## config.mk

```make
export PLATFORM = sky130hd
export DESIGN_NAME = gap_div
export DESIGN_NICKNAME = d
export VERILOG_FILES = /design/src/rtl/core/gap_pkg.sv /design/src/rtl/core/gap_div.sv
export SDC_FILE = /design/constraint.sdc
export NUM_CORES = 2
export LEC_CHECK = 0
export BUFFER_PORTS_ARGS = -buffer_cell sky130_fd_sc_hd__buf_2
export CAP_MARGIN = 20
export CELL_PAD_IN_SITES_DETAIL_PLACEMENT = 1
export CELL_PAD_IN_SITES_GLOBAL_PLACEMENT = 1
export CORE_MARGIN = 8
export CORE_UTILIZATION = 50
export CTS_BUF_LIST = sky130_fd_sc_hd__clkbuf_16
export DETAILED_ROUTE_END_ITERATION = 12
export HOLD_SLACK_MARGIN = 0.03
export PLACE_DENSITY = 0.75
export RECOVER_POWER = 25
export SYNTH_ARGS = -nofsm -noshare
export SYNTH_HDL_FRONTEND = slang
export SYNTH_SLANG_ARGS = --single-unit
```

## constraint.sdc

```tcl
create_clock -name clock -period 7.5 [get_ports clock]
set_clock_uncertainty 0.15 [all_clocks]
set_input_delay 1.125 -clock clock [delete_from_list [all_inputs] [get_ports clock]]
set_output_delay 1.125 -clock clock [all_outputs]
set_load 0.02 [all_outputs]
```

## src/rtl/core/gap_pkg.sv

```systemverilog
// Package for the gimbal aim point block: field widths, register codes and
// the control group that travels down the pipeline. No dependencies.
package gap_pkg;

   localparam int BOX_W   = 16;
   localparam int ZOOM_W  = 12;
   localparam int FRAME_W = 13;
   localparam int AIM_W   = 18;

   localparam int AIM_MAX = 131071;
   localparam int AIM_MIN = -131072;

   localparam logic [FRAME_W-1:0] FRAME_WIDTH_RESET  = 13'd1920;
   localparam logic [FRAME_W-1:0] FRAME_HEIGHT_RESET = 13'd1080;

   localparam logic REG_FRAME_WIDTH  = 1'b0;
   localparam logic REG_FRAME_HEIGHT = 1'b1;

   typedef struct packed {
      logic valid;
      logic neg_x;
      logic neg_y;
   } gap_ctl_type;

endpackage

```

## src/rtl/core/gap_div.sv

```systemverilog
// Pipelined restoring divider, one quotient bit per stage, two lanes that
// share one divisor. Uses gap_pkg for the control group.
module gap_div import gap_pkg::*; #(
   parameter int NUM_W = 32,
   parameter int DEN_W = 16
) (
   input  logic             clock,
   input  logic             reset,
   input  gap_ctl_type      in_ctl,
   input  logic [NUM_W-1:0] in_num_x,
   input  logic [NUM_W-1:0] in_num_y,
   input  logic [DEN_W-1:0] in_den,
   output gap_ctl_type      out_ctl,
   output logic [NUM_W-1:0] out_quo_x,
   output logic [NUM_W-1:0] out_quo_y
);

   logic [DEN_W-1:0] rem_x_st [NUM_W+1];
   logic [DEN_W-1:0] rem_y_st [NUM_W+1];
   logic [NUM_W-1:0] dq_x_st  [NUM_W+1];
   logic [NUM_W-1:0] dq_y_st  [NUM_W+1];
   logic [DEN_W-1:0] den_st   [NUM_W+1];
   gap_ctl_type      ctl_st   [NUM_W+1];

   logic [DEN_W-1:0] rem_x_ff [NUM_W];
   logic [DEN_W-1:0] rem_y_ff [NUM_W];
   logic [NUM_W-1:0] dq_x_ff  [NUM_W];
   logic [NUM_W-1:0] dq_y_ff  [NUM_W];
   logic [DEN_W-1:0] den_ff   [NUM_W];
   gap_ctl_type      ctl_ff   [NUM_W];

   assign rem_x_st[0] = '0;
   assign rem_y_st[0] = '0;
   assign dq_x_st[0]  = in_num_x;
   assign dq_y_st[0]  = in_num_y;
   assign den_st[0]   = in_den;
   assign ctl_st[0]   = in_ctl;

   for (genvar k = 0; k < NUM_W; k++) begin : g_step
      logic [DEN_W:0] trial_x, trial_y, diff_x, diff_y;
      logic ge_x, ge_y;
      logic [DEN_W-1:0] rem_x_in, rem_y_in;
      logic [NUM_W-1:0] dq_x_in, dq_y_in;

      always_comb begin
         trial_x = {rem_x_st[k], dq_x_st[k][NUM_W-1]};
         trial_y = {rem_y_st[k], dq_y_st[k][NUM_W-1]};
         diff_x  = trial_x - {1'b0, den_st[k]};
         diff_y  = trial_y - {1'b0, den_st[k]};
         ge_x    = trial_x >= {1'b0, den_st[k]};
         ge_y    = trial_y >= {1'b0, den_st[k]};
         rem_x_in = ge_x ? diff_x[DEN_W-1:0] : trial_x[DEN_W-1:0];
         rem_y_in = ge_y ? diff_y[DEN_W-1:0] : trial_y[DEN_W-1:0];
         dq_x_in = {dq_x_st[k][NUM_W-2:0], ge_x};
         dq_y_in = {dq_y_st[k][NUM_W-2:0], ge_y};
      end

      always_ff @(posedge clock) begin
         if (reset) begin
            ctl_ff[k] <= '0;
         end else begin
            ctl_ff[k] <= ctl_st[k];
         end
      end

      always_ff @(posedge clock) begin
         rem_x_ff[k] <= rem_x_in;
         rem_y_ff[k] <= rem_y_in;
         dq_x_ff[k]  <= dq_x_in;
         dq_y_ff[k]  <= dq_y_in;
         den_ff[k]   <= den_st[k];
      end

      assign rem_x_st[k+1] = rem_x_ff[k];
      assign rem_y_st[k+1] = rem_y_ff[k];
      assign dq_x_st[k+1]  = dq_x_ff[k];
      assign dq_y_st[k+1]  = dq_y_ff[k];
      assign den_st[k+1]   = den_ff[k];
      assign ctl_st[k+1]   = ctl_ff[k];
   end

   assign out_ctl   = ctl_st[NUM_W];
   assign out_quo_x = dq_x_st[NUM_W];
   assign out_quo_y = dq_y_st[NUM_W];

endmodule

```

==> impl_results.md <==
- Register area: 72710 um^2
- Final setup vio count: 0
- First-pass GRT wire length: 503100 um
- Setup repair bufs after CTS: 0
- Clk Latency, worst-skew pair: 0.93 ns
- PwrDens: roughly 440 nW/um^2
- Final estimated routing congestion in global placement: 0.8951
- Highest-count cells in the layout ignoring fill and taps: dfxtp_1, ha_1, inv_1
- Yosys cell types: between 80 and 90
- CP Data Arrival Time: 4.65 ns
- Compound-gate portion of the synthesized area: 11.95%
- Initial antenna violation count: 5
- Post-route design area: about 150000 um^2
- HP Start: den_ff[12][8]
- DRC Markers: 0
- Synth Area in Simple Gates: 9.219%
- Crit Path Class: register to register
- Port Buffers: 151
- Fraction of the mapped netlist area in adder cells: 10.58%
- Finished Core Util: 56.67%
- Mapped Nets: 12976
- RR Startpoint: den_ff[10][17]
- Share of cells above drive strength 1: 9.988%
- CP Max Fanout: 25
- Post-Syn Area: 129100 um^2
- Clk sink count: approximately 3600
- Area Growth Syn to Fin: 12.70%
- XOR/XNOR Fraction of Synth Area: 4.600%
- RSZ-0062 raised after global routing: no
- Number of synthesized register bits: approximately 3600
- Clock Tree Root: clkbuf_16
- Commonest register cell after synthesis: dfxtp_1
- Min-Delay Path Class: register to register
- Final setup TNS: 0 ns
- Period utilization: between 50% and 60%
- Core area: about 260000 um^2
- DRT Pass-1 Iters: 5
- Busiest grt layer: met2
- Placed wire-length estimate: 236100 um
- Die Area: 274700 um^2
- Max_cap viols: 0
- Hold Buf Count CTS: 0
- Max frequency: 241.6 MHz
- EDFF count, synth: 0
- Worst endpoint required time: 8.01 ns
- DIE WIDTH: 524.1 um
- Routed len/inst: between 20 and 25 um
- Initial Util: approximately half
- Non-Filler Instances: 15855
- Met2 GRT Util: 41.03%
- Post-synth ARST share: 0%
- Synth top area cells: dfxtp_1, ha_1, mux2_2
- GRT Total Usage: 22.75%
- Commonest non-fill, non-tap cell in the layout: dfxtp_1
- Final Critical Period: just over 4 ns
- Multi-input gate area: 52360 um^2
- Status: finished clean
- Main combinational cell family by area after synthesis: compound AO/OA/AOI/OAI gates
- Num CTS Buffers: 355
- Grt ovf: 0
- Met1 usage: between 20% and 30%
- Register area share after synthesis: 56.33%
- Multiplexer share of the synthesized area: 4.095%
- Hold Vio Cnt, Final: 0
- Pins Over Slew Limit: 0
- GRT met3 Usage: 2.391%
- Final nets: ~13000
- Maximum root-to-sink buffer count: 4
- Post-route antenna net violation count: 0
- Fillers: between 20000 and 30000
- P_leak: 65.01 nW
- H-tree levels: 5
- Resize count post-CTS: 0
- Area after DPL: 133400 um^2
- Placed cells: 15185
- CTS tree: done
- Worst-path clk slew: approximately 0.060 ns
- Worst vdd ir: approximately 0.27 mV
- CP startpoint: den_ff[10][17]
- Rel. slew slack: 29.97%
- WL final: 321700 um
- Row cnt: between 150 and 200
- Worst Setup End Kind: register
- Synth top area share: 56.33%
- Final Power: 63.75 mW
- Initial DRC count: 4376
- Worst-margin pin slew: 1.047 ns
- Mean Syn Cell Area: roughly 11 um^2
- Synth warn: 0
- Via count: 84320
- Vias in the first global route: 90590
- Largest net degree at the start of global routing: 97
- Syn Inst Count: roughly 12000
- Die H: 524.1 um
- Vias per inst: 5.318
- Startpoint Class: register
- Synth area leader: dfxtp_1
- Top Ports: 152
## per-stage QoR
step / hold slack [ns] / worst slack (ns)
after floorplan: 0.1596 / 4.124
after global placement: 0.1595 / 3.142
after detailed placement: 0.1632 / 3.073
after CTS: 0.05334 / 3.123
after global routing: 0.08771 / 3.131
final: 0.1347 / 3.362
## logic make-up (layout without fill, tap and decap cells)
kind of cell,after synthesis,in the layout
buffers and inverters,1031,1661
xor gates and xnor gates,678,678
muxes,475,475
other,0,6
DFF,3632,3632
AOI/OAI and AO/OA,2483,2483
and+or+nand+nor,2480,2480
adders and majority gates,1056,1056
## final timing paths
kind              cells past startpoint  slack (ns)               to
setup reg to reg                     11        3.36  rem_y_ff[11][5]
hold / removal                        0        0.13   den_ff[12][24]
setup / recovery                     11        3.36  rem_y_ff[11][5]
hold reg to reg                       0        0.13   den_ff[12][24]
## cells in the mapped netlist, types with 125 or more instances
master and n:
clkbuf_1 125, a21oi_1 807, nand2b_1 136, nand2_1 518, o21ai_0 592, a21o_1 229, nand3_1 152, nor2_1 824
xnor2_1 443, dfxtp_1 3632, ha_1 996, nor2b_1 250, xor2_1 235, o21a_1 168, inv_1 814, nor3_1 167
mux2_2 401
## critical path: stages, from the launching register on
cell     delay, ns
dfxtp_1       0.52
inv_1         0.13
ha_1          0.30
nor2b_1       0.14
o31a_1        0.28
o31ai_1       0.37
a41oi_1       0.26
a221o_1       0.38
o21ai_0       0.29
nand2_1       0.63
nor2_1        0.29
a21oi_1       0.11
## final cells by class
type | count | area share (%)
clock inverter | 293 | 2.031
inverter | 814 | 2.100
antenna | 6 | 0.01032
timing repair buffer | 197 | 0.8377
sequential | 3632 | 49.98
tap | 3384 | 2.910
multi-input combinational | 7172 | 35.99
clock buffer | 357 | 6.141
## flip-flops by register name (all words and copies together) (netlist names)
name and flops:
dq_y_ff 1024, rem_y_ff 496, rem_x_ff 496, dq_x_ff 1024, ctl_ff 96, den_ff 496
## per-layer routing
| layer | part of all wire [%] | wire, um |
|---|---|---|
| met2 | 50 | 160100 |
| met5 | 0.0022 | 7 |
| met1 | 44 | 143000 |
| met4 | 3.0 | 9705 |
| met3 | 2.8 | 8932 |
## where the power goes
part           internal [mW]  total, mW  leakage (nW)  switching, mW
sequential              23.1       25.3          30.3           2.24
clock                   10.3       18.1          5.96           7.79
combinational           9.05       20.3          28.8           11.3
(Power assumes the default switching activity.)
