`src/rtl/core/gap_pkg.sv`:
```
// Package for the gimbal aim point block: field widths, register codes and
// the control group that travels down the pipeline. No dependencies.
package gap_pkg;

   localparam int BOX_W   = 16;
   localparam int ZOOM_W  = 12;
   localparam int FRAME_W = 13;
   localparam int AIM_W   = 18;

   localparam int AIM_MAX = 131071;
   localparam int AIM_MIN = -131072;

   localparam logic [FRAME_W-1:0] FRAME_WIDTH_RESET  = 13'd1920;
   localparam logic [FRAME_W-1:0] FRAME_HEIGHT_RESET = 13'd1080;

   localparam logic REG_FRAME_WIDTH  = 1'b0;
   localparam logic REG_FRAME_HEIGHT = 1'b1;

   typedef struct packed {
      logic valid;
      logic neg_x;
      logic neg_y;
   } gap_ctl_type;

endpackage

```
`src/rtl/core/gap_band.sv`:
```
// Front stages of the aim point pipeline: band products, band selection of
// the offsets and sign/magnitude split before division. Uses gap_pkg.
module gap_band import gap_pkg::*; #(
   parameter int COORD_FRAC_BITS = 4,
   parameter int ZOOM_FRAC_BITS  = 8,
   localparam int WQ_W  = FRAME_W + COORD_FRAC_BITS,
   localparam int S_W   = (WQ_W + 8 > 25) ? WQ_W + 8 : 25,
   localparam int ZQ_W  = (ZOOM_W > ZOOM_FRAC_BITS + 1) ? ZOOM_W : ZOOM_FRAC_BITS + 1,
   localparam int DEN_W = ZQ_W + 4,
   localparam int NUM_W = S_W - 1 + ZOOM_FRAC_BITS
) (
   input  logic              clock,
   input  logic              reset,
   input  logic              in_valid,
   input  logic              target_valid,
   input  logic [BOX_W-1:0]  box_x,
   input  logic [BOX_W-1:0]  box_y,
   input  logic [BOX_W-1:0]  box_width,
   input  logic [BOX_W-1:0]  box_height,
   input  logic [ZOOM_W-1:0] zoom,
   input  logic [WQ_W-1:0]   wq,
   input  logic [WQ_W-1:0]   hq,
   output gap_ctl_type       out_ctl,
   output logic [NUM_W-1:0]  out_num_x,
   output logic [NUM_W-1:0]  out_num_y,
   output logic [DEN_W-1:0]  out_den
);

   localparam logic signed [S_W-1:0] K2   = S_W'(2);
   localparam logic signed [S_W-1:0] K5   = S_W'(5);
   localparam logic signed [S_W-1:0] K6   = S_W'(6);
   localparam logic signed [S_W-1:0] K8   = S_W'(8);
   localparam logic signed [S_W-1:0] K10  = S_W'(10);
   localparam logic signed [S_W-1:0] K15  = S_W'(15);
   localparam logic signed [S_W-1:0] K20  = S_W'(20);
   localparam logic signed [S_W-1:0] K30  = S_W'(30);
   localparam logic signed [S_W-1:0] K70  = S_W'(70);
   localparam logic signed [S_W-1:0] K85  = S_W'(85);
   localparam logic signed [S_W-1:0] K100 = S_W'(100);
   localparam logic [ZQ_W-1:0]  ZQ_ONE = {{(ZQ_W-1){1'b0}}, 1'b1} << ZOOM_FRAC_BITS;
   localparam logic [DEN_W-1:0] D10    = DEN_W'(10);

   logic signed [S_W-1:0] xs, ys, ws, hs, wqs, hqs;
   logic [ZQ_W-1:0] zq;

   logic va_ff, va_in, tv_ff;
   logic signed [S_W-1:0] x100_ff, wq15_ff, wq85_ff, wq30_ff, wq70_ff;
   logic signed [S_W-1:0] nl_ff, nr_ff, nc_ff, wq5_ff;
   logic signed [S_W-1:0] ty_ff, hq6_ff, mt_ff, mb_ff;
   logic [DEN_W-1:0] den_a_ff;

   logic vb_ff;
   logic signed [S_W-1:0] n_ff, n_in, m_ff, m_in;
   logic [DEN_W-1:0] den_b_ff;

   gap_ctl_type ctl_ff, ctl_in;
   logic [S_W-1:0] mag_x, mag_y;
   logic [NUM_W-1:0] num_x_ff, num_y_ff;
   logic [DEN_W-1:0] den_c_ff;

   always_comb begin
      xs  = $signed({{(S_W-BOX_W){1'b0}}, box_x});
      ys  = $signed({{(S_W-BOX_W){1'b0}}, box_y});
      ws  = $signed({{(S_W-BOX_W){1'b0}}, box_width});
      hs  = $signed({{(S_W-BOX_W){1'b0}}, box_height});
      wqs = $signed({{(S_W-WQ_W){1'b0}}, wq});
      hqs = $signed({{(S_W-WQ_W){1'b0}}, hq});
      zq  = {{(ZQ_W-ZOOM_W){1'b0}}, zoom};
      if (zq < ZQ_ONE) begin
         zq = ZQ_ONE;
      end
      va_in = in_valid;
   end

   always_ff @(posedge clock) begin
      if (reset) begin
         va_ff <= 1'b0;
      end else begin
         va_ff <= va_in;
      end
   end

   always_ff @(posedge clock) begin
      tv_ff    <= target_valid;
      x100_ff  <= xs * K100;
      wq15_ff  <= wqs * K15;
      wq85_ff  <= wqs * K85;
      wq30_ff  <= wqs * K30;
      wq70_ff  <= wqs * K70;
      nl_ff    <= xs * K10 - ws * K5 - wqs * K5;
      nr_ff    <= xs * K10 + ws * K5 - wqs * K5;
      nc_ff    <= xs * K10 - wqs * K5;
      wq5_ff   <= wqs * K5;
      ty_ff    <= (ys * K2 - hs) * K10;
      hq6_ff   <= hqs * K6;
      mt_ff    <= ys * K20 - hs * K5 - hqs * K8;
      mb_ff    <= ys * K10 - hs - hqs * K5;
      den_a_ff <= {{(DEN_W-ZQ_W){1'b0}}, zq} * D10;
   end

   always_comb begin
      if (x100_ff <= wq15_ff) begin
         n_in = -wq5_ff;
      end else if (x100_ff >= wq85_ff) begin
         n_in = wq5_ff;
      end else if (x100_ff <= wq30_ff) begin
         n_in = nl_ff;
      end else if (x100_ff >= wq70_ff) begin
         n_in = nr_ff;
      end else begin
         n_in = nc_ff;
      end
      if (ty_ff < hq6_ff) begin
         m_in = mt_ff;
      end else begin
         m_in = mb_ff;
      end
      if (!tv_ff) begin
         n_in = '0;
         m_in = '0;
      end
   end

   always_ff @(posedge clock) begin
      if (reset) begin
         vb_ff <= 1'b0;
      end else begin
         vb_ff <= va_ff;
      end
   end

   always_ff @(posedge clock) begin
      n_ff     <= n_in;
      m_ff     <= m_in;
      den_b_ff <= den_a_ff;
   end

   always_comb begin
      ctl_in.valid = vb_ff;
      ctl_in.neg_x = n_ff[S_W-1];
      ctl_in.neg_y = m_ff[S_W-1];
      mag_x = ctl_in.neg_x ? $unsigned(-n_ff) : $unsigned(n_ff);
      mag_y = ctl_in.neg_y ? $unsigned(-m_ff) : $unsigned(m_ff);
   end

   always_ff @(posedge clock) begin
      if (reset) begin
         ctl_ff <= '0;
      end else begin
         ctl_ff <= ctl_in;
      end
   end

   always_ff @(posedge clock) begin
      num_x_ff <= {mag_x[S_W-2:0], {ZOOM_FRAC_BITS{1'b0}}};
      num_y_ff <= {mag_y[S_W-2:0], {ZOOM_FRAC_BITS{1'b0}}};
      den_c_ff <= den_b_ff;
   end

   assign out_ctl   = ctl_ff;
   assign out_num_x = num_x_ff;
   assign out_num_y = num_y_ff;
   assign out_den   = den_c_ff;

endmodule

```
`config.mk`:
```
export PLATFORM = sky130hd
export DESIGN_NAME = gap_band
export DESIGN_NICKNAME = d
export VERILOG_FILES = /design/src/rtl/core/gap_pkg.sv /design/src/rtl/core/gap_band.sv
export SDC_FILE = /design/constraint.sdc
export NUM_CORES = 2
export LEC_CHECK = 0
export BUFFER_PORTS_ARGS = -buffer_cell sky130_fd_sc_hd__buf_2
export CORE_MARGIN = 4
export CORE_UTILIZATION = 45
export CTS_CLUSTER_SIZE = 8
export DETAILED_ROUTE_END_ITERATION = 8
export MAX_ROUTING_LAYER = met4
export PLACE_DENSITY_LB_ADDON = 0.1
export SLEW_MARGIN = 40
export SYNTH_ARGS = -nofsm -noshare
export SYNTH_HDL_FRONTEND = slang
export SYNTH_SLANG_ARGS = --single-unit
```
`constraint.sdc`:
```
create_clock -name clock -period 5.9 [get_ports clock]
set_input_delay 0.295 -clock clock [delete_from_list [all_inputs] [get_ports clock]]
set_output_delay 0.295 -clock clock [all_outputs]
set_load 0.05 [all_outputs]
```
==> metrics.md <==
| Metric | Value |
|---|---|
| Post-Syn Area per Cell | `8.92 µm²` |
| Fin area | `0.0383 mm²` |
| Clock transition at path regs | `50 ps` |
| Pleak | `19.1 nW` |
| Iter 0 DRT Violations | `1459` |
| Core area | `0.0758 mm²` |
| Crit share post-route | `89.5%` |
| Drt first pass iters | `6` |
| CTS tree | `yes` |
| Peak supply drop | `0.291 mV` |
| Worst EP required | `6380 ps` |
| RSZ-0062 raised after global routing | `false` |
| Core Util, Final | `50.5%` |
| CP Data Arrival Time | `5760 ps` |
| Final Total Pwr | `20.1 mW` |
| Hold Crit Class | `in -> reg` |
| Global-route wire length before repair | `136000 µm` |
| Total track usage | `21.4%` |
| Cts-stage hold buffer count | `12` |
| Worst r2r path cells | `11` |
| Drt total wl | `84800 µm` |
| Worst setup path class | `in -> reg` |
| Starting density of the core | `45.4%` |
| Fmax | `0.189 GHz` |
| Share of cells above drive strength 1 | `8.19%` |
| Largest net degree at the start of global routing | `64` |
| Met1 GRT Util | `31.1%` |
| Grt met3 use | `2.45%` |
| Initial antenna violation count | `9` |
| I/O Buffers | `179` |
| Die Span Y | `285 µm` |
| H-tree depth | `2` |
| Cells after Synth | `3858` |
| Flop-to-flop setup slack | `2080 ps` |
| Final setup viols | `0` |
| Worst R2R End | `n_ff[6]` |
| Vias per cell | `5.23` |
| Fin nets | `5009` |
| Max_cap viols | `0` |
| Fin cells | `5100` |
| Post-CTS sizing | `0` |
| Total Die Area | `0.0810 mm²` |
| Post-route DRC | `0` |
| Clk sink count | `403` |
| Worst-skew pair later-pin latency | `620 ps` |
| Overflow after GRT | `0` |
| Max Slew Vio Count | `0` |
| Vias in the first global route | `26100` |
| HP Start | `box_x[3]` |
| Area Overhead vs Synth | `11.3%` |
| Hold Fails Final Rpt | `0` |
| Die span in x | `285 µm` |
| Hold Crit Depth | `2` |
| Post-Syn Area | `0.0344 mm²` |
| Setup crit start kind | `input port` |
| Worst Path Max Fanout | `5` |
| Setup_tns | `0 ps` |
| Power per cell area | `525 mW/mm²` |
| Busiest layer in global routing | `met2` |
| Maximum buffer depth of the clock tree | `3` |
| Synth Register Bits | `403` |
| Crit end category | `flop` |
| Ys Warns | `0` |
| Row count | `101` |
| Top FF cell, synth | `dfxtp_1` |
| Ys async rst share | `0%` |
| Root Buffer | `clkbuf_16` |
| Post-synthesis sequential area ratio | `23.4%` |
| Routed length per instance | `16.6 µm` |
| Minimum clock period | `5280 ps` |
| Status | `complete, no violations` |
| Count of flip-flops with a built-in enable after synthesis | `0` |
| DR vias | `26700` |
| Clock skew | `35.7 ps` |
| Slew margin rel. | `47.6%` |
| Post-placement cell area | `0.0365 mm²` |
| Post-synthesis cell type count | `89` |
| Slew @ Worst Pin | `775 ps` |
| Dpl cells | `5010` |
| GP Congestion | `0.901` |
| Origin of the critical flop-to-flop path | `wq5_ff[0]` |
| Met2 usage | `32.3%` |
| Setup repair bufs after CTS | `0` |
| Post-DP HPWL | `71300 µm` |
| I/O pin count | `197` |
| Hold Path Sink | `x100_ff[5]` |
| Num CTS Buffers | `58` |
| ANT nets after route | `0` |
[power breakdown]
group	total (mW)	switching, mW	internal [mW]
clock	3.04	1.19	1.85
sequential	4.58	0.562	4.02
combinational	12.5	7.36	5.11
total	20.1	9.11	11.0
[placed cells by master, fill, tap and decap left out, drive strengths merged, types with 37 or more instances in the layout]
master,n
nand2,171
o21ai,195
nor2,219
ha,644
a21o,105
xnor2,242
and3,39
o21a,55
nand2b,44
nor3,101
a21oi,194
buf,213
fa,147
dfxtp,403
clkbuf,67
inv,560
nand3,102
xor2,89
nor2b,54
o21bai,37
[how the worst max path moves through the flow]
stage / startpoint / to / depth (start not counted)
floorplan: box_y[2] / mt_ff[20] / 23
global placement: box_y[1] / mt_ff[20] / 23
detailed placement: box_y[1] / mt_ff[21] / 27
CTS: box_x[2] / nr_ff[20] / 20
global route: box_y[2] / mt_ff[21] / 27
finish: box_x[2] / nl_ff[19] / 22
[sequential cells by signal (all words and copies together), names as in the netlist, 19 cells and up]
signal,count
n_ff,25
nr_ff,25
nl_ff,24
out_num_x,24
out_num_y,24
m_ff,23
mt_ff,23
mb_ff,22
ty_ff,21
wq70_ff,21
x100_ff,21
nc_ff,20
wq15_ff,20
wq5_ff,20
wq85_ff,20
hq6_ff,19
[metal layers]
layer | vias up | routed length, µm | share of wire, %
li1 | 13800 | - | -
met1 | 12200 | 42900 | 51
met2 | 555 | 35700 | 42
met3 | 90 | 4670 | 5.5
met4 | 0 | 1560 | 1.8
met5 | - | 0 | 0
[worst max-delay path: stages]
cell	delay (ps)
dlygate4sd3_1	540
buf_2	160
ha_1	320
ha_1	300
a21o_1	180
a21oi_1	200
nand2b_1	140
a21boi_0	110
o41ai_1	650
nor2b_1	90
o21ai_0	190
nand2b_1	120
xor2_1	260
fa_1	470
ha_1	380
a21o_1	200
nor3_1	140
a31oi_1	120
nor2_1	170
o21ai_0	160
a2111oi_0	470
nor3_1	90
[cells in the mapped netlist (all sizes together) (14+ instances only)]
library cell  instances  area, µm²
a21o                105        788
nand3               102        510
xnor2               242       2120
a31oi                22        138
or4                  14        113
ha                  644       8060
o211ai               19        143
o31ai                18        135
or3                  24        156
nand4                22        138
xor2                 89        780
nand2b               44        275
o41ai                23        228
inv                 559       2100
a211oi               35        268
a21oi               194        971
o21a                 55        413
nor2                219        830
clkbuf               29        159
or2                  23        144
nor3                101        510
nand2               171        642
and2                 14       88.8
o21ai               195        976
buf                  25        198
o21bai               37        278
fa                  147       2940
nor2b                54        338
dfxtp               403       8070
a21boi               15        113
and3                 39        245
[cell families after synthesis]
kind of cell,after synthesis,synth area share (%)
AND/OR/NAND/NOR,871,12.6
adder cells (fa/ha/maj),791,32.0
buffers and inverters,616,7.24
XOR/XNOR,331,8.42
flip-flops,403,23.4
AO/OA/AOI/OAI,837,16.1
other,1,0.0109
multiplexers,8,0.236
[area by class of cell]
type                       instances  area, µm²
antenna                            6       15.0
fill                            7282      37500
clock inverter                     5        101
timing repair buffer             225       1300
inverter                         560       2100
tap                              978       1220
clock buffer                      67       1540
multi-input combinational       2856      23900
sequential                       403       8070
[through the flow]
step	hold WS [ps]	worst slack, ps
6_report	40.2	617
5_1_grt	34.2	99.9
4_1_cts	4.23	661
3_5_place_dp	313	58.9
3_3_place_gp	310	123
2_1_floorplan	310	514
Note: power is estimated with default switching activity, not from simulation.
